--- src/rtl/sobel_fifo.sv ---
`default_nettype none
// ----------------------------------------------------------------------------
// sobel_fifo
// Small flop-based FIFO with occupancy count.
// ----------------------------------------------------------------------------
module sobel_fifo #(
	parameter int WIDTH = 8,
	parameter int DEPTH = 4,
	localparam int PW = $clog2(DEPTH),
	localparam int CW = $clog2(DEPTH + 1)
) (
	input  logic             clk,
	input  logic             arst_n,
	input  logic             push,
	input  logic             pop,
	input  logic [WIDTH-1:0] wr_data,
	output logic [WIDTH-1:0] rd_data,
	output logic             empty,
	output logic             full,
	output logic [CW-1:0]    count
);

	logic [WIDTH-1:0] mem_q [DEPTH];
	logic [PW-1:0]    wr_ptr_q;
	logic [PW-1:0]    rd_ptr_q;
	logic [CW-1:0]    count_q;
	logic             do_push;
	logic             do_pop;

	assign empty   = count_q == '0;
	assign full    = count_q == CW'(DEPTH);
	assign count   = count_q;
	assign rd_data = mem_q[rd_ptr_q];
	assign do_push = push && !full;
	assign do_pop  = pop && !empty;

	always_ff @(posedge clk or negedge arst_n) begin
		if (!arst_n) begin
			wr_ptr_q <= '0;
			rd_ptr_q <= '0;
			count_q  <= '0;
		end else begin
			if (do_push) begin
				wr_ptr_q <= (wr_ptr_q == PW'(DEPTH - 1)) ? '0 : wr_ptr_q + PW'(1);
			end
			if (do_pop) begin
				rd_ptr_q <= (rd_ptr_q == PW'(DEPTH - 1)) ? '0 : rd_ptr_q + PW'(1);
			end
			if (do_push && !do_pop) begin
				count_q <= count_q + CW'(1);
			end else if (do_pop && !do_push) begin
				count_q <= count_q - CW'(1);
			end
		end
	end

	always_ff @(posedge clk) begin
		if (do_push) begin
			mem_q[wr_ptr_q] <= wr_data;
		end
	end

endmodule
`default_nettype wire

--- config.mk ---
export PLATFORM = sky130hd
export DESIGN_NAME = sobel_fifo
export DESIGN_NICKNAME = d
export VERILOG_FILES = /design/src/rtl/sobel_fifo.sv
export SDC_FILE = /design/constraint.sdc
export NUM_CORES = 1
export LEC_CHECK = 0
export ABC_AREA = 1
export BUFFER_PORTS_ARGS = -buffer_cell sky130_fd_sc_hd__buf_4
export CELL_PAD_IN_SITES_DETAIL_PLACEMENT = 2
export CELL_PAD_IN_SITES_GLOBAL_PLACEMENT = 2
export CORE_ASPECT_RATIO = 1.1
export CORE_MARGIN = 4
export CORE_UTILIZATION = 37
export CTS_CLUSTER_DIAMETER = 30
export CTS_CLUSTER_SIZE = 20
export DETAILED_ROUTE_END_ITERATION = 16
export GPL_TIMING_DRIVEN = 0
export PLACE_DENSITY = 0.9
export SYNTH_ARGS = -nofsm -noshare
export SYNTH_HDL_FRONTEND = slang
export SYNTH_SLANG_ARGS = --single-unit
--- constraint.sdc ---
create_clock -name clk -period 2 [get_ports clk]
set_input_delay 0.4 -clock clk [delete_from_list [all_inputs] [get_ports clk]]
set_output_delay 0.4 -clock clk [all_outputs]
set_load 0.02 [all_outputs]
==> flow_summary_export.csv, run 1 <==
group,metric,value,unit
layout,multi_input_area,472,µm²
timing,timing.final.max_slew_violations,0,
layout,num_antenna_cells,0,
timing,fin_ws,0.108,ns
layout,fin_nets,205,
global_route,met3_usage,3.88,%
power_and_ir_drop,power_density,1550,mW/mm²
die,die-area,0.00592,mm²
setup_path,slowest_delay,0.38,ns
setup_path,rr_worst_depth,10,
die,die_w,73.7,µm
timing,final-hold-violation-count,0,
place,gp_congestion,0.738,
synthesis,syn_avg_cell_area,11.4,µm²
place,dpl_cell_area,0.00201,mm²
route,drc,0,
place,dp_hpwl,3290,µm
clocking,cts_buffers,5,
timing,fmax,529,MHz
die,die_y,80.3,µm
global_route,grt_antenna_before_repair,0,
global_route,grt_use_met2,30.1,%
setup_path,critPathMaxFanout,10,
timing,slew_headroom,41.4,%
synthesis,seq_area_frac_synth,64.6,%
setup_path,timing.critical_path.from,"rd_ptr_q[1]$_DFFE_PN0P_",
setup_path,r2r-end,"count[2]$_DFFE_PN0P_",
job,cap_violations,0,
setup_path,endpoint,"rd_data[7]",
timing,hold_ws,0.298,ns
die,num_io_pins,25,
place,place_ws,0.0350,ns
clocking,cts_root_buf,"clkbuf_8",
clocking,cts_tree,"built",
setup_path,cpLargestDelayFamily,"buffers and inverters",
global_route,gr-usage-all-layers,16.3,%
synthesis,ys_seq_elements,39,
clocking,cts_buffer_depth,2,
layout,area_growth,21.3,%
synthesis,ys_types,16,
layout,drive_gt1_share,24.1,%
global_route,grt_pass1_vias,1365,
route,antenna_left,0,
setup_path,rrSetupSlack,0.17,ns
power_and_ir_drop,vdd_drop_max,0.477,mV
setup_path,endpoint_kind,"primary output",
timing,setup_viol,0,
timing,grt_setup_unrepaired,"no",
global_route,grt_max_degree,13,
clocking,clk_latency,0.30,ns
timing,timing.setup.tns,0,ns
setup_path,required,1.60,ns
route,wl_per_cell,18.2,µm
route,routed_wl,4420,µm
route,drtIter0Drc,83,
die,start_util,38.1,%
clocking,cts_setup_buffers,0,
global_route,overflow,0,
global_route,top_usage_layer,"met2",
setup_path,start_kind,"flop",
place,place_inst,234,
place,io_buffers,24,
timing,min_period,1.89,ns
setup_path,critPathKind,"flop to primary output",
clocking,h-tree-depth,2,
die,rows,26,
layout,fillers,490,
route,drt-pass1-iter-count,4,
setup_path,worst_ep_arrival_time,1.49,ns
synthesis,syn_inst,154,
setup_path,crit_cells,5,
global_route,grtUsageMet1,17.8,%
layout,finalNonFillerCells,243,
global_route,grt_pass1_wl,6960,µm
layout,fin_area,0.00213,mm²
synthesis,syn_area,0.00176,mm²
clocking,clk_pin_slew,0.08,ns
layout,regArea,0.00114,mm²
timing,worst_pin_slew,0.876,ns
outcome,status,"finished, final reports clean",
setup_path,crit_chain,"buf_6 -> clkinvlp_4 -> o211ai_1 -> nand2_1 -> buf_4",
route,routed_via_density,4.95,
setup_path,cpMaxStageDelayCell,"dfrtp_1",
timing,fin_skew,0.00898,ns
power_and_ir_drop,power.leakage,0.934,nW
synthesis,synth_fp_nets,173,
route,dr_total_vias,1204,
worst_hold_path,hold_class,"input pin to flop",
synthesis,ys_warn_count,0,
timing,fin_crit_sh,94.6,%
die,core_area,0.00462,mm²
setup_path,reg2reg_from,"count[0]$_DFFE_PN0P_",
setup_path,crit_buf_inv,3,
clocking,cts_num_sinks,39,
[routing by layer]
metal  up-vias  wire (µm)
met4         0         71
met2        18       2460
li1        569          -
met1       609       1760
met5         -          0
met3         8        122
[worst register-to-register path, stage by stage, from the launching register on]
cell	delay, ns
dfrtp_2	0.45
inv_2	0.11
nand3_2	0.13
nand2_2	0.11
ha_1	0.17
inv_1	0.07
fa_1	0.38
nand2_1	0.10
nand3_1	0.08
nand2_1	0.06
nand2_1	0.05
[how the worst min path moves through the flow]
stage | startpoint | to | slack (ns) | cells after the start
floorplan | arst_n | count[0]$_DFFE_PN0P_ | 0.10 | 0
global placement | arst_n | rd_ptr_q[1]$_DFFE_PN0P_ | 0.22 | 1
detailed placement | arst_n | rd_ptr_q[0]$_DFFE_PN0P_ | 0.22 | 1
CTS | wr_data[3] | mem_q[0][3]$_DFFE_PP_ | 0.29 | 1
global route | wr_data[2] | mem_q[0][2]$_DFFE_PP_ | 0.29 | 1
finish | wr_data[4] | mem_q[2][4]$_DFFE_PP_ | 0.30 | 1
[synth_stat cells]
cell type,number,share of area [%]
buf_6,5,3.2
dfrtp_1,7,10
edfxtp_1,32,55
fa_1,1,1.1
ha_1,6,4.3
inv_1,31,6.6
inv_2,1,0.21
nand2_1,38,8.1
nand2_2,1,0.36
nand3_1,7,2.0
nand4_1,1,0.36
nor2_1,6,1.3
o211ai_1,15,6.4
o211ai_2,1,0.71
o21ai_0,1,0.28
xnor2_1,1,0.50
[metrics by stage]
| stage | utilization, % | power, mW |
|---|---|---|
| 2_1_floorplan | - | 2.17 |
| 3_3_place_gp | 43.5 | 2.65 |
| 3_5_place_dp | 43.5 | 2.80 |
| 4_1_cts | 45.5 | 3.32 |
| 5_1_grt | 46.2 | 3.56 |
| 6_report | 46.2 | 3.31 |
[report_power, final]
part | total, mW | switching (mW) | leakage (nW) | internal, mW
clock network | 0.518 | 0.282 | 0.0392 | 0.237
logic | 1.57 | 0.969 | 0.519 | 0.605
registers | 1.22 | 0.123 | 0.376 | 1.10
[state kept, by name (all words and copies together) (netlist names)]
name	cells
wr_ptr_q	2
mem_q	32
rd_ptr_q	2
count	3
[placed cells by master (no fill, tap or decap), types with 2 or more instances in the layout]
| master | n |
|---|---|
| buf_6 | 5 |
| clkbuf_8 | 5 |
| buf_4 | 24 |
| edfxtp_1 | 32 |
| nand3_1 | 5 |
| ha_1 | 6 |
| dfrtp_2 | 2 |
| o211ai_1 | 15 |
| inv_1 | 29 |
| clkinvlp_4 | 2 |
| clkinv_1 | 2 |
| nand2_1 | 37 |
| nor2_1 | 6 |
| dfrtp_1 | 5 |
| inv_2 | 2 |
[cells by family after synthesis]
| group | count (synthesis) | synth area share [%] |
|---|---|---|
| and+or+nand+nor | 53 | 12.1 |
| DFF | 39 | 64.6 |
| adders and majority gates | 7 | 5.41 |
| buffers and inverters | 37 | 10.0 |
| AOI/OAI and AO/OA | 17 | 7.40 |
| xor gates and xnor gates | 1 | 0.498 |
[area by class of cell]
| class | count | area share (%) |
|---|---|---|
| Inverter | 32 | 5.80 |
| Clock inverter | 3 | 0.703 |
| Sequential cell | 39 | 53.3 |
| Timing Repair Buffer | 25 | 8.91 |
| Clock buffer | 5 | 3.22 |
| Tap cell | 56 | 3.28 |
| Multi-Input combinational cell | 78 | 22.1 |
| Buffer | 5 | 2.64 |
[what timing repair did]
item	CTS	global route
resized for setup	0	9
hold buffers	1	0
hold endpoints to repair	7	0
endpoints found under the setup margin	0	31
No activity file was read; power rests on OpenSTA's default activity.
==> inputs of run 2 (changes only) <==
Settings changed: BUFFER_PORTS_ARGS -buffer_cell sky130_fd_sc_hd__buf_4 to -buffer_cell sky130_fd_sc_hd__clkbuf_2.
==> run 2 against run 1 <==
  * Cell area down 1.9%
  * Sequential cell count stayed put
  * Sequential power is essentially flat
  * Core utilization shrank 0.89 points
==> flow_summary_export.csv, run 2 (synthesis results as in run 1) <==
group,metric,value,unit
setup_path,rrSetupSlack,0.07,ns
layout,fin_area,0.00209,mm²
clocking,cts_num_sinks,39,
global_route,grt_pass1_wl,7560,µm
power_and_ir_drop,vdd_drop_max,0.650,mV
setup_path,r2r-end,"count[2]$_DFFE_PN0P_",
timing,timing.final.max_slew_violations,0,
clocking,cts_buffers,5,
clocking,cts_root_buf,"clkbuf_8",
setup_path,reg2reg_from,"count[0]$_DFFE_PN0P_",
global_route,grt_max_degree,12,
setup_path,rr_worst_depth,10,
layout,drive_gt1_share,25.0,%
place,dpl_cell_area,0.00195,mm²
worst_hold_path,hold_class,"input pin to flop",
setup_path,critPathMaxFanout,4,
setup_path,endpoint_kind,"flop",
setup_path,critPathKind,"flop to flop",
place,io_buffers,24,
timing,min_period,1.93,ns
power_and_ir_drop,power_density,1570,mW/mm²
clocking,cts_tree,"built",
die,die-area,0.00592,mm²
setup_path,start_kind,"flop",
timing,final-hold-violation-count,0,
timing,slew_headroom,42.2,%
die,rows,26,
route,dr_total_vias,1216,
clocking,h-tree-depth,2,
layout,num_antenna_cells,0,
global_route,grt_pass1_vias,1386,
route,routed_via_density,4.98,
die,die_w,73.7,µm
die,start_util,38.1,%
route,routed_wl,4810,µm
place,place_ws,-0.0239,ns
clocking,clk_pin_slew,0.08,ns
place,gp_congestion,0.750,
timing,timing.setup.tns,0,ns
outcome,status,"finished, final reports clean",
die,core_area,0.00462,mm²
timing,hold_ws,0.339,ns
timing,worst_pin_slew,0.864,ns
layout,largest_reg_flops,32,
route,antenna_left,0,
layout,final_cell_mix,"nand2_1 (37), edfxtp_1 (32), inv_1 (28), clkbuf_2 (24), o211ai_1 (15)",
global_route,overflow,0,
timing,fin_skew,0.00562,ns
place,dp_hpwl,3520,µm
worst_hold_path,hold_start,"wr_data[2]",
global_route,grt_antenna_before_repair,0,
layout,final_common_cell,"nand2_1",
layout,regMostFlops,"mem_q",
timing,setup_viol,0,
setup_path,worst_ep_arrival_time,2.11,ns
die,num_io_pins,25,
die,die_y,80.3,µm
route,wl_per_cell,19.7,µm
global_route,gr-usage-all-layers,18.0,%
job,cap_violations,0,
timing,fin_ws,0.0669,ns
timing,fin_crit_sh,96.7,%
route,drtIter0Drc,123,
route,drc,0,
setup_path,endpoint,"count[2]$_DFFE_PN0P_",
layout,area_growth,19.0,%
clocking,cts_buffer_depth,2,
setup_path,required,2.17,ns
layout,fin_nets,206,
setup_path,timing.critical_path.from,"count[0]$_DFFE_PN0P_",
timing,fmax,517,MHz
power_and_ir_drop,power,3.28,mW
route,drt-pass1-iter-count,4,
clocking,clk_latency,0.28,ns
power_and_ir_drop,power.leakage,0.931,nW
run 2: cell count changes in the layout (fill, tap and decap cells not counted), sizes merged:
cell,before,now
buf,29,6
clkbuf,5,31
clkinv,2,1
clkinvlp,2,1
run 2: worst max-delay path: stages, from the launching register on:
cell and delay [ns]:
dfrtp_2 0.45, inv_2 0.11, nand3_2 0.15, nand2_2 0.12, ha_1 0.20, inv_1 0.08
fa_1 0.39, nand2_1 0.12, nand3_1 0.09, nand2_1 0.06, nand2_1 0.05
run 2: layout make-up:
type	instances	area (µm²)
well taps	56	70.1
flip-flops and latches	39	1140
clock buffers	7	76.3
clock inverters	1	5.00
fillers	476	2530
plain buffers	5	56.3
repair buffers	26	150
multi-input cells	78	474
inverters	32	124
run 2: where the power goes:
part	switching, mW	total [mW]	internal (mW)
combinational	1.03	1.55	0.523
sequential	0.132	1.23	1.10
clock	0.256	0.501	0.245
total	1.41	3.28	1.86
run 2: worst min path at each step:
stage,slack [ns],cells after the start,endpoint
final,0.34,1,mem_q[0][2]$_DFFE_PP_
after global routing,0.34,1,mem_q[0][2]$_DFFE_PP_
after CTS,0.34,1,mem_q[0][2]$_DFFE_PP_
after detailed placement,0.26,1,rd_ptr_q[0]$_DFFE_PN0P_
after global placement,0.25,1,rd_ptr_q[1]$_DFFE_PN0P_
after floorplan,0.10,0,count[0]$_DFFE_PN0P_
run 2: through the flow:
step | cells | util (%)
after detailed placement | 234 | 42.2
after floorplan | 154 | -
after global routing | 244 | 45.3
final | 244 | 45.3
after global placement | 234 | 42.2
after CTS | 244 | 44.7
run 2: per-layer routing:
layer	wire length (µm)	GRT usage [%]	vias to the layer above
li1	-	-	572
met1	1840	18.9	616
met2	2750	34.9	24
met3	141	3.63	4
met4	72	5.62	0
met5	0	0	-
run 2: timing repair:
| action | in CTS | in global routing |
|---|---|---|
| endpoints found under the hold margin | 7 | 0 |
| setup buffers | 1 | 0 |
| pin swaps | 1 | 0 |
| hold buffers | 1 | 0 |
| resized for setup | 2 | 8 |
| setup endpoints to repair | 10 | 20 |
