`src/rtl/sobel_pkg.sv`:
```
`default_nettype none
// ----------------------------------------------------------------------------
// sobel_pkg
// Shared types and constants of the Sobel edge threshold block.
// ----------------------------------------------------------------------------
package sobel_pkg;

	localparam int CFG_IDX_W  = 2;
	localparam int CFG_DATA_W = 11;

	localparam logic [CFG_IDX_W-1:0] REG_FRAME_WIDTH    = 2'd0;
	localparam logic [CFG_IDX_W-1:0] REG_FRAME_HEIGHT   = 2'd1;
	localparam logic [CFG_IDX_W-1:0] REG_EDGE_THRESHOLD = 2'd2;

	localparam int FRAME_DIM_RST = 1024;
	localparam int THRESH_RST    = 200;
	localparam int T2_W          = 22;
	localparam logic [T2_W-1:0] T2_RST = T2_W'(THRESH_RST * THRESH_RST);

	localparam logic CMD_PIXEL = 1'b0;
	localparam logic CMD_DRAIN = 1'b1;

	// luma = (299 R + 587 G + 114 B) / 1000, division as (sum >> 3) * ceil(2^22 / 125) >> 22
	localparam int LUMA_SUM_W = 18;
	localparam logic [LUMA_SUM_W-1:0] LUMA_R = 18'd299;
	localparam logic [LUMA_SUM_W-1:0] LUMA_G = 18'd587;
	localparam logic [LUMA_SUM_W-1:0] LUMA_B = 18'd114;
	localparam int LUMA_PRE   = 3;
	localparam int LUMA_SHIFT = 22;
	localparam int LUMA_PROD_W = 31;
	localparam logic [15:0] LUMA_RECIP = 16'd33555;

	localparam logic [7:0] EDGE_ON  = 8'hFF;
	localparam logic [7:0] EDGE_OFF = 8'h00;

	localparam int QUEUE_DEPTH = 4;
	localparam int OUT_DEPTH   = 8;

	// index 0 is the top row of the column
	typedef logic [2:0][7:0] col_t;

	typedef struct packed {
		logic pixel;
		logic top_clamp;
		logic lc_win2;
		logic rc_fresh;
		logic produce;
	} cls_t;

	typedef struct packed {
		cls_t       cls;
		logic [7:0] red;
		logic [7:0] green;
		logic [7:0] blue;
	} item_t;

	typedef struct packed {
		logic [7:0] edge_value;
		logic [9:0] out_x;
		logic [9:0] out_y;
		logic       last;
	} result_t;

endpackage
`default_nettype wire

```
`src/rtl/sobel_front.sv`:
```
`default_nettype none
// ----------------------------------------------------------------------------
// sobel_front
// Takes input items, tracks the raster position and classifies each item
// for the window logic; drain items that arrive during pixels are dropped.
// ----------------------------------------------------------------------------
module sobel_front #(
	parameter int MAX_WIDTH = 1024,
	parameter int MAX_HEIGHT = 1024,
	localparam int AW = $clog2(MAX_WIDTH),
	localparam int WW = $clog2(MAX_WIDTH + 1),
	localparam int HW = $clog2(MAX_HEIGHT + 1)
) (
	input  logic              clk,
	input  logic              arst_n,
	input  logic [WW-1:0]     frame_w,
	input  logic [HW-1:0]     frame_h,
	input  logic              geom_clr,
	input  logic              in_valid,
	output logic              in_ready,
	input  logic              cmd,
	input  logic [7:0]        red,
	input  logic [7:0]        green,
	input  logic [7:0]        blue,
	input  logic              q_full,
	output logic              q_push,
	output sobel_pkg::item_t  q_item,
	output logic [AW-1:0]     q_col
);

	import sobel_pkg::*;

	localparam int RW = $clog2(MAX_HEIGHT + 2);

	logic [AW-1:0] col_q;
	logic [RW-1:0] row_q;
	logic [RW-1:0] h_ext;
	logic          accept;
	logic          pixel;
	logic          col_end;
	logic          frame_end;

	assign h_ext     = RW'(frame_h);
	assign pixel     = row_q < h_ext;
	assign in_ready  = !q_full;
	assign accept    = in_valid && in_ready;
	assign q_push    = accept && !(pixel && cmd == CMD_DRAIN);
	assign col_end   = (WW'(col_q) + WW'(1)) == frame_w;
	assign frame_end = (row_q == h_ext + RW'(1)) && (col_q == '0);

	always_comb begin
		q_item.cls.pixel     = pixel;
		q_item.cls.top_clamp = row_q <= RW'(1);
		q_item.cls.lc_win2   = (col_q == '0) ? (frame_w == WW'(1)) : (col_q == AW'(1));
		q_item.cls.rc_fresh  = col_q != '0;
		q_item.cls.produce   = (row_q >= RW'(2)) || ((row_q == RW'(1)) && (col_q != '0));
		q_item.red           = red;
		q_item.green         = green;
		q_item.blue          = blue;
		q_col                = col_q;
	end

	always_ff @(posedge clk or negedge arst_n) begin
		if (!arst_n) begin
			col_q <= '0;
			row_q <= '0;
		end else if (geom_clr) begin
			col_q <= '0;
			row_q <= '0;
		end else if (q_push) begin
			if (frame_end) begin
				col_q <= '0;
				row_q <= '0;
			end else if (col_end) begin
				col_q <= '0;
				row_q <= row_q + RW'(1);
			end else begin
				col_q <= col_q + AW'(1);
			end
		end
	end

	a_row_range: assert property (@(posedge clk) disable iff (!arst_n)
		row_q <= h_ext + RW'(1))
		else $error("raster row past the drain row");

endmodule
`default_nettype wire

```
`config.mk`:
```
export PLATFORM = sky130hd
export DESIGN_NAME = sobel_front
export DESIGN_NICKNAME = d
export VERILOG_FILES = /design/src/rtl/sobel_pkg.sv /design/src/rtl/sobel_front.sv
export SDC_FILE = /design/constraint.sdc
export NUM_CORES = 1
export LEC_CHECK = 0
export BUFFER_PORTS_ARGS = -buffer_cell sky130_fd_sc_hd__buf_2
export CORE_UTILIZATION = 45
export CTS_CLUSTER_DIAMETER = 120
export CTS_CLUSTER_SIZE = 40
export DETAILED_ROUTE_END_ITERATION = 7
export GPL_TIMING_DRIVEN = 0
export PLACE_DENSITY = 0.76
export SYNTH_ARGS = -nofsm -noshare
export SYNTH_HDL_FRONTEND = slang
export SYNTH_SLANG_ARGS = --single-unit
```
`constraint.sdc`:
```
create_clock -name clk -period 2.96 [get_ports clk]
set_clock_uncertainty 0.05 [all_clocks]
set_input_delay 0.148 -clock clk [delete_from_list [all_inputs] [get_ports clk]]
set_output_delay 0.148 -clock clk [all_outputs]
set_load 0.02 [all_outputs]
```
==> results.cfg, run 1 <==
[route]
routed_via_density = 5.73
ant_nets = 0
drc = 0
num_vias = 2749
dr.pass1.iters = 4
routedWlPerCell_um = 14.2
wirelength_um = 6840
dr.first_iter.drc_count = 321

[yosys]
synthTopCellsByArea = dfrtp_1, ha_1, buf_4
yosys_most_used_dff = dfrtp_1
synth_fp_nets = 407
synth_area_mm2 = 0.00260
ys_seq_elements = 21
yosysTopAreaCell = dfrtp_1
synthCells = 338
yosysMostFrequentCell = buf_4
async_reset_ff_share_pct = 100
synth-edff-count = 0
ys_seq_area_share_pct = 20.2
synth_common_cells = buf_4, nand3_1, inv_1
synth_top_area_share_pct = 20.2
synth_area_per_cell_um2 = 7.70
ys_types = 53
synth_warnings = 0

[worst_setup_path]
cp-start-kind = flop
crit_path_end_kind = flop
crit_chain = ha_2 > and4_2 > xnor2_1 > o211ai_1 > a2111oi_4 > buf_4 > nand2_2 > clkbuf_2 > a21oi_1 > o32ai_2
worstPathMaxFanout = 10
cp_data_arrival_time_ns = 2.92
crit_start = q_col[1]
crit_required_ns = 3.05
r2r_start = q_col[1]
max_stage_delay_ns = 0.47
slowest_stage = a2111oi_4
worst-setup-path-type = flop to flop

[power]
comb_power_share_pct = 34.8
power_frac_seq_pct = 39.4
p_sw_share_pct = 35.0
leakagePower_uw = 0.00141
fin_total_pwr_uw = 761
powerDensity_mw_per_mm2 = 243
vdd_drop_max_mv = 0.221
power_frac_clock_pct = 25.9
p_int_uw = 495
power_switching_uw = 266

[grt]
antenna_found_initial = 0
grt_pass1_wl_um = 11300
gr-total-overflow = 0
grt_pass1_vias = 2429
grt_usage_pct = 22.7
grt_max_degree = 22

[cells_and_area]
num-nets-final = 478
stdcell_count = 480
diodes = 0
area_growth_syn_to_layout_pct = 20.4
final_area_mm2 = 0.00313
drive_gt1_share_pct = 29.7

[clocking]
cts_max_path_buffers = 2
cts_tree = done
clkSlewWorstSetupHoldPaths_ns = 0.08
root_buffer = clkbuf_8
htree_levels = 1
clk_latency_ns = 0.27
cts_buffers = 3
cts_num_sinks = 21

[placed_design]
dpl-instance-area_mm2 = 0.00302
dpl.hpwl_um = 5130
place_inst = 475
gp_congestion = 0.878
port_buffers = 65

[die]
start_util_pct = 47.0
die_w_um = 78.1
core_region_area_mm2 = 0.00554
die_h_um = 78.1
rows = 27
dieArea_mm2 = 0.00609
ios = 93

[sta]
drv_slew = 0
setup_viol = 0
worst_pin_slew_ns = 0.506
finalCritPeriodShare_pct = 95.7
fin_crit_ns = 2.83
slew_headroom_pct = 66.0
timing.fmax_ghz = 0.353
hold_violations = 0

[min_path]
min_from = geom_clr
min_path_type = input port to flop

[status]
outcome = finished clean

[job]
maxCapViolations = 0
[critical path: cells and delay by family (launching register included)]
family	cells	cell delay, ns
AOI/OAI and AO/OA	4	0.99
xor gates and xnor gates	1	0.15
adders and majority gates	1	0.28
buffers and inverters	2	0.40
DFF	1	0.43
and+or+nand+nor	2	0.40
[placed cells by master, fill, tap and decap left out, types with 7 or more instances in the layout]
cell	instances
nand4_1	19
xnor2_1	15
nor3_1	10
o311ai_0	7
ha_1	16
clkbuf_1	11
a21oi_1	15
inv_1	25
dfrtp_1	20
nor2_1	11
xor2_1	8
nand3_1	26
and3_1	9
nand2_1	23
buf_4	31
buf_2	67
[sequential cells by signal (all words and copies together) (netlist names)]
register	cells
q_col	10
row_q	11
[layer usage]
layer | vias up | GRT usage (%) | wire length, µm
met5 | - | 0 | 0
met4 | 0 | 5.93 | 54
met3 | 6 | 3.72 | 527
met2 | 127 | 36.5 | 3230
met1 | 1249 | 31.4 | 3030
li1 | 1367 | - | -
[final timing paths]
kind | slack (ns) | endpoint | cells after the start
max in group asynchronous | 2.17 | q_col[1] | 2
min reg2reg | 0.62 | q_col[9] | 2
min | 0.22 | row_q[9] | 4
max | 0.13 | row_q[1] | 10
max reg2reg | 0.13 | row_q[1] | 10
min in group asynchronous | 0.33 | q_col[4] | 2
[cell type report]
class                      instances  area [µm²]
sequential                        21         527
tap                               72        90.1
inverter                          25        93.8
fill                             549        2410
multi-input combinational        246        1750
clock buffer                       4        45.0
timing repair buffer              69         358
buffer                            43         273
[logic make-up (layout without fill, tap and decap cells)]
kind of cell	count (synthesis)	after routing	share of synthesized area, %
AND/OR/NAND/NOR	143	143	31.5
buffers and inverters	71	141	14.3
AO/OA/AOI/OAI	63	63	18.1
XOR/XNOR	23	23	7.74
flip-flops	21	21	20.2
adder cells (fa/ha/maj)	17	17	8.17
[power by group through the flow]
stage	registers, µW	logic (µW)	clock network [µW]
6_report	300	265	197
5_1_grt	301	289	211
4_1_cts	299	263	201
3_5_place_dp	305	254	0
3_3_place_gp	305	250	0
2_1_floorplan	311	162	0
[repair_timing]
item	4_1_cts	5_1_grt
pin swaps	1	1
setup endpoints to repair	21	17
resized for setup	7	12
setup buffers	3	0
hold buffers	1	0
hold endpoints to repair	21	0
[per-stage QoR]
stage | TNS [ns] | utilization [%] | worst slack [ns] | hold slack, ns
finish | 0 | 56.6 | 0.128 | 0.223
global route | -0.00310 | 56.6 | -0.00310 | 0.248
CTS | 0 | 56.2 | 0.0116 | 0.259
detailed placement | -5.72 | 54.5 | -0.423 | 0.101
global placement | -5.99 | 54.5 | -0.390 | 0.101
floorplan | 0 | - | 0.0749 | -0.198
(Power assumes the default switching activity.)
==> inputs of run 2 (changes only) <==
--- a/config.mk
+++ b/config.mk
@@ -11,7 +11,7 @@
 export CTS_CLUSTER_SIZE = 40
 export DETAILED_ROUTE_END_ITERATION = 7
 export GPL_TIMING_DRIVEN = 0
-export PLACE_DENSITY = 0.76
+export PLACE_DENSITY = 0.73
 export SYNTH_ARGS = -nofsm -noshare
 export SYNTH_HDL_FRONTEND = slang
 export SYNTH_SLANG_ARGS = --single-unit
==> constraint.sdc (replaced) <==
create_clock -name clk -period 2.7 [get_ports clk]
set_clock_uncertainty 0.05 [all_clocks]
set_input_delay 0.135 -clock clk [delete_from_list [all_inputs] [get_ports clk]]
set_output_delay 0.135 -clock clk [all_outputs]
set_load 0.02 [all_outputs]
==> run 2 against run 1 <==
Setup slack got worse by 0.14 ns; global-route usage rose by 1.3 points; register-to-register slack got worse by 0.14 ns; critical endpoint is now row_q[6]; the flow now finishes with violations (setup timing).
==> results.cfg, run 2 (same netlist as run 1, synthesis figures left out) <==
[sta]
fin_crit_ns = 2.72
drv_slew = 0
worst_pin_slew_ns = 0.541
finalCritPeriodShare_pct = 101
setup_viol = 1
fin_setup_tns_ns = -0.0160
hold_violations = 0
timing.fmax_ghz = 0.368
slew_headroom_pct = 64.0
rsz0062_at_grt = yes
worst_slack_ns = -0.0160

[grt]
grt_max_degree = 22
gr-total-overflow = 0
grt_pass1_wl_um = 11800
grt_pass1_vias = 2577
grt_usage_pct = 24.0
antenna_found_initial = 0

[route]
wirelength_um = 8160
routed_via_density = 6.04
dr.pass1.iters = 6
dr.first_iter.drc_count = 307
num_vias = 2994
ant_nets = 0
drc = 0
routedWlPerCell_um = 16.4

[worst_setup_path]
cp-start-kind = flop
worst_r2r_path_depth = 10
crit_start = q_col[3]
crit_path_end_kind = flop
crit_end = row_q[6]
r2r_slack_ns = -0.02
worstPathMaxFanout = 8
worst-setup-path-type = flop to flop
r2r_start = q_col[3]
crit_required_ns = 2.78
r2r_end = row_q[6]
cp_data_arrival_time_ns = 2.80

[placed_design]
place_ws_ns = -0.627
port_buffers = 65
place_inst = 475
gp_congestion = 0.905
dpl.hpwl_um = 5370

[clocking]
root_buffer = clkbuf_8
cts_tree = done
htree_levels = 1
cts_max_path_buffers = 2
clkSlewWorstSetupHoldPaths_ns = 0.08
cts_num_sinks = 21
cts_buffers = 3
clk_latency_ns = 0.27

[die]
dieArea_mm2 = 0.00609
die_h_um = 78.1
die_w_um = 78.1
start_util_pct = 47.0
rows = 27
core_region_area_mm2 = 0.00554
ios = 93

[cells_and_area]
largest_register_ffs = 11
diodes = 0
area_growth_syn_to_layout_pct = 34.0
num-nets-final = 494
layout_commonest_cell = buf_2
final_cell_mix = buf_2, buf_4, inv_1, nand2_1, nand3_1
drive_gt1_share_pct = 38.0
regMostFlops = row_q
stdcell_count = 496

[power]
power_frac_clock_pct = 24.4
p_sw_share_pct = 35.7
fin_total_pwr_uw = 896
leakagePower_uw = 0.00155
powerDensity_mw_per_mm2 = 257
comb_power_share_pct = 38.2
power_frac_seq_pct = 37.4
power_switching_uw = 320
vdd_drop_max_mv = 0.169
p_int_uw = 576

[status]
violations = setup timing
outcome = complete, but fails checks

[min_path]
min_path_type = input port to flop

[job]
maxCapViolations = 0
[run 2: critical path, cell delays in order, from the launching register on]
cell and delay, ns:
dfrtp_2 0.49, buf_4 0.18, xnor2_1 0.32, xnor2_1 0.21
nand3_1 0.19, a2111oi_4 0.43, buf_4 0.18, buf_4 0.16
nand3_1 0.11, a21oi_1 0.16, o32ai_1 0.09
[run 2: cell type report]
type	instances	area, µm²
fill	476	2050
sequential	21	534
timing repair buffer	88	518
multi-input combinational	246	1910
clock buffer	4	45.0
tap	72	90.1
buffer	40	293
inverter	25	93.8
[run 2: metal layers]
metal | global-route usage (%) | up-vias | wire length (µm)
met2 | 40.4 | 171 | 4000
met5 | 0 | - | 0
met3 | 1.51 | 17 | 566
li1 | - | 1405 | -
met1 | 32.5 | 1401 | 3440
met4 | 7.96 | 0 | 147
[run 2: how the worst min path moves through the flow]
| stage | cells past startpoint | slack (ns) | startpoint | endpoint |
|---|---|---|---|---|
| 6_report | 3 | 0.32 | geom_clr | row_q[7] |
| 5_1_grt | 3 | 0.32 | geom_clr | row_q[7] |
| 4_1_cts | 3 | 0.31 | geom_clr | row_q[7] |
| 3_5_place_dp | 1 | 0.09 | arst_n | q_col[9] |
| 3_3_place_gp | 1 | 0.08 | arst_n | q_col[2] |
| 2_1_floorplan | 0 | -0.21 | arst_n | q_col[0] |
[run 2: power groups by stage]
stage	combinational, µW	clock [µW]	sequential, µW
after floorplan	180	0	343
after global placement	276	0	336
after detailed placement	280	0	336
after CTS	312	219	328
after global routing	366	239	336
final	343	219	335
[run 2: timing repair]
action,in CTS,in global routing
gates cloned,0,1
hold buffers,1,0
gates resized for setup,24,35
pin swaps,5,8
setup buffers,6,15
endpoints found under the setup margin,22,21
hold endpoints to repair,21,0
[run 2: per-stage QoR]
step	hold WS, ns	instance area (µm²)	util [%]
after floorplan	-0.211	2650	-
after global placement	0.0807	3060	55.3
after detailed placement	0.0897	3060	55.3
after CTS	0.314	3250	58.6
after global routing	0.323	3490	63.0
final	0.318	3490	63.0
==> inputs of run 3 (changes only) <==
--- a/config.mk
+++ b/config.mk
@@ -7,6 +7,7 @@
 export LEC_CHECK = 0
 export BUFFER_PORTS_ARGS = -buffer_cell sky130_fd_sc_hd__buf_2
 export CORE_UTILIZATION = 45
+export CTS_BUF_LIST = sky130_fd_sc_hd__clkbuf_8 sky130_fd_sc_hd__clkbuf_16
 export CTS_CLUSTER_DIAMETER = 120
 export CTS_CLUSTER_SIZE = 40
 export DETAILED_ROUTE_END_ITERATION = 7
==> run 3 against run 2 <==
The run still ends with setup timing left; hold slack gained 0.0022 ns; global-route usage stayed put; clock power about the same; fmax is essentially flat; setup slack lost 0.00073 ns; sequential power hardly changed; clock-buffer cell count is 1 lower; wire length fell by 1.5%; cell count did not move; power decreased by 0.41%; sequential share of layout area stayed put; critical path type unchanged; largest cell class unchanged; largest power group unchanged.
==> results.cfg, run 3 (same netlist as run 1, synthesis figures left out) <==
[clocking]
cts_max_path_buffers = 2
clk_latency_ns = 0.27
clkSlewWorstSetupHoldPaths_ns = 0.08
cts_tree = done
cts_num_sinks = 21
cts_buffers = 3
htree_levels = 1
root_buffer = clkbuf_8

[grt]
grt_max_degree = 22
grtUsageMet2_pct = 40.4
use_met3_pct = 1.51
grt_util_met1_pct = 32.5
gr-total-overflow = 0
grt_pass1_vias = 2577
grt_pass1_wl_um = 11800
antenna_found_initial = 0
grt-busiest-layer = met2
grt_usage_pct = 24.0

[die]
core_region_area_mm2 = 0.00554
die_w_um = 78.1
rows = 27
start_util_pct = 47.0
ios = 93
dieArea_mm2 = 0.00609
die_h_um = 78.1

[sta]
setup_viol = 1
timing.fmax_ghz = 0.368
worst_pin_slew_ns = 0.510
finalCritPeriodShare_pct = 101
rsz0062_at_grt = yes
fin_setup_tns_ns = -0.0167
slew_headroom_pct = 66.0
hold_violations = 0
worst_slack_ns = -0.0167
drv_slew = 0
fin_crit_ns = 2.72

[cells_and_area]
largest_register_ffs = 11
num-nets-final = 494
fin_util_pct = 63.0
area_growth_syn_to_layout_pct = 34.0
regMostFlops = row_q
drive_gt1_share_pct = 38.0
layout_commonest_cell = buf_2
diodes = 0
final_cell_mix = buf_2, buf_4, inv_1, nand2_1, nand3_1

[worst_setup_path]
cp-start-kind = flop
r2r_slack_ns = -0.02
crit_path_end_kind = flop
cp_data_arrival_time_ns = 2.80
crit_required_ns = 2.79
worst-setup-path-type = flop to flop
worstPathMaxFanout = 8

[route]
wirelength_um = 8040
routed_via_density = 6.06
routedWlPerCell_um = 16.2
drc = 0
dr.pass1.iters = 5
ant_nets = 0
dr.first_iter.drc_count = 241
num_vias = 3004

[power]
powerDensity_mw_per_mm2 = 256
vdd_drop_max_mv = 0.170
fin_total_pwr_uw = 892
leakagePower_uw = 0.00155

[min_path]
min_path_type = input port to async pin

[placed_design]
port_buffers = 65
gp_congestion = 0.905
dpl.hpwl_um = 5370
place_ws_ns = -0.627

[job]
maxCapViolations = 0

[status]
outcome = complete, but fails checks
violations = setup timing
## run 3: through the flow
| step | cell area [µm²] | std cells | hold WS, ns |
|---|---|---|---|
| floorplan | 2650 | 338 | -0.211 |
| global placement | 3060 | 475 | 0.0807 |
| detailed placement | 3060 | 475 | 0.0897 |
| CTS | 3250 | 484 | 0.314 |
| global route | 3490 | 496 | 0.323 |
| finish | 3490 | 496 | 0.320 |
## run 3: where the power goes
part | switching, µW | leakage [µW] | internal [µW]
Clock | 115 | 0.0000269 | 102
Sequential | 13.2 | 0.000281 | 321
Combinational | 191 | 0.00125 | 149
Total | 320 | 0.00155 | 572
## run 3: worst max-delay path, cell delays in order (launching register included)
cell	delay [ns]
dfrtp_2	0.43
buf_4	0.14
buf_6	0.14
nand2_8	0.09
nor3_1	0.07
or4_4	0.49
a2111oi_4	0.45
buf_4	0.19
buf_4	0.16
nand3_1	0.11
a21oi_1	0.16
o32ai_1	0.09
## run 3: cell type report
class,instances,area [µm²]
Fill cell,482,2050
Timing Repair Buffer,88,518
Buffer,40,293
Clock buffer,3,41.3
Tap cell,72,90.1
Clock inverter,1,3.75
Inverter,25,93.8
Multi-Input combinational cell,246,1910
Sequential cell,21,534
## run 3: per-layer routing
metal,wire length [µm],vias up
li1,-,1406
met1,3390,1412
met2,3940,169
met3,578,17
met4,129,0
met5,0,-
## run 3: worst paths after layout
check,startpoint,end,cells past startpoint
worst max register to register,q_col[0],row_q[6],11
worst min-delay path,arst_n,q_col[4],2
worst max-delay path,q_col[0],row_q[6],11
max in group asynchronous,arst_n,q_col[6],2
min in group clk,geom_clr,row_q[7],3
worst min register to register,q_col[7],q_col[7],1
## run 3: repair_timing
action	4_1_cts	5_1_grt
setup endpoints to repair	22	21
pin swaps	5	9
resized for setup	24	35
gates cloned	0	1
hold endpoints to repair	21	0
hold buffers	1	0
setup buffers	6	15
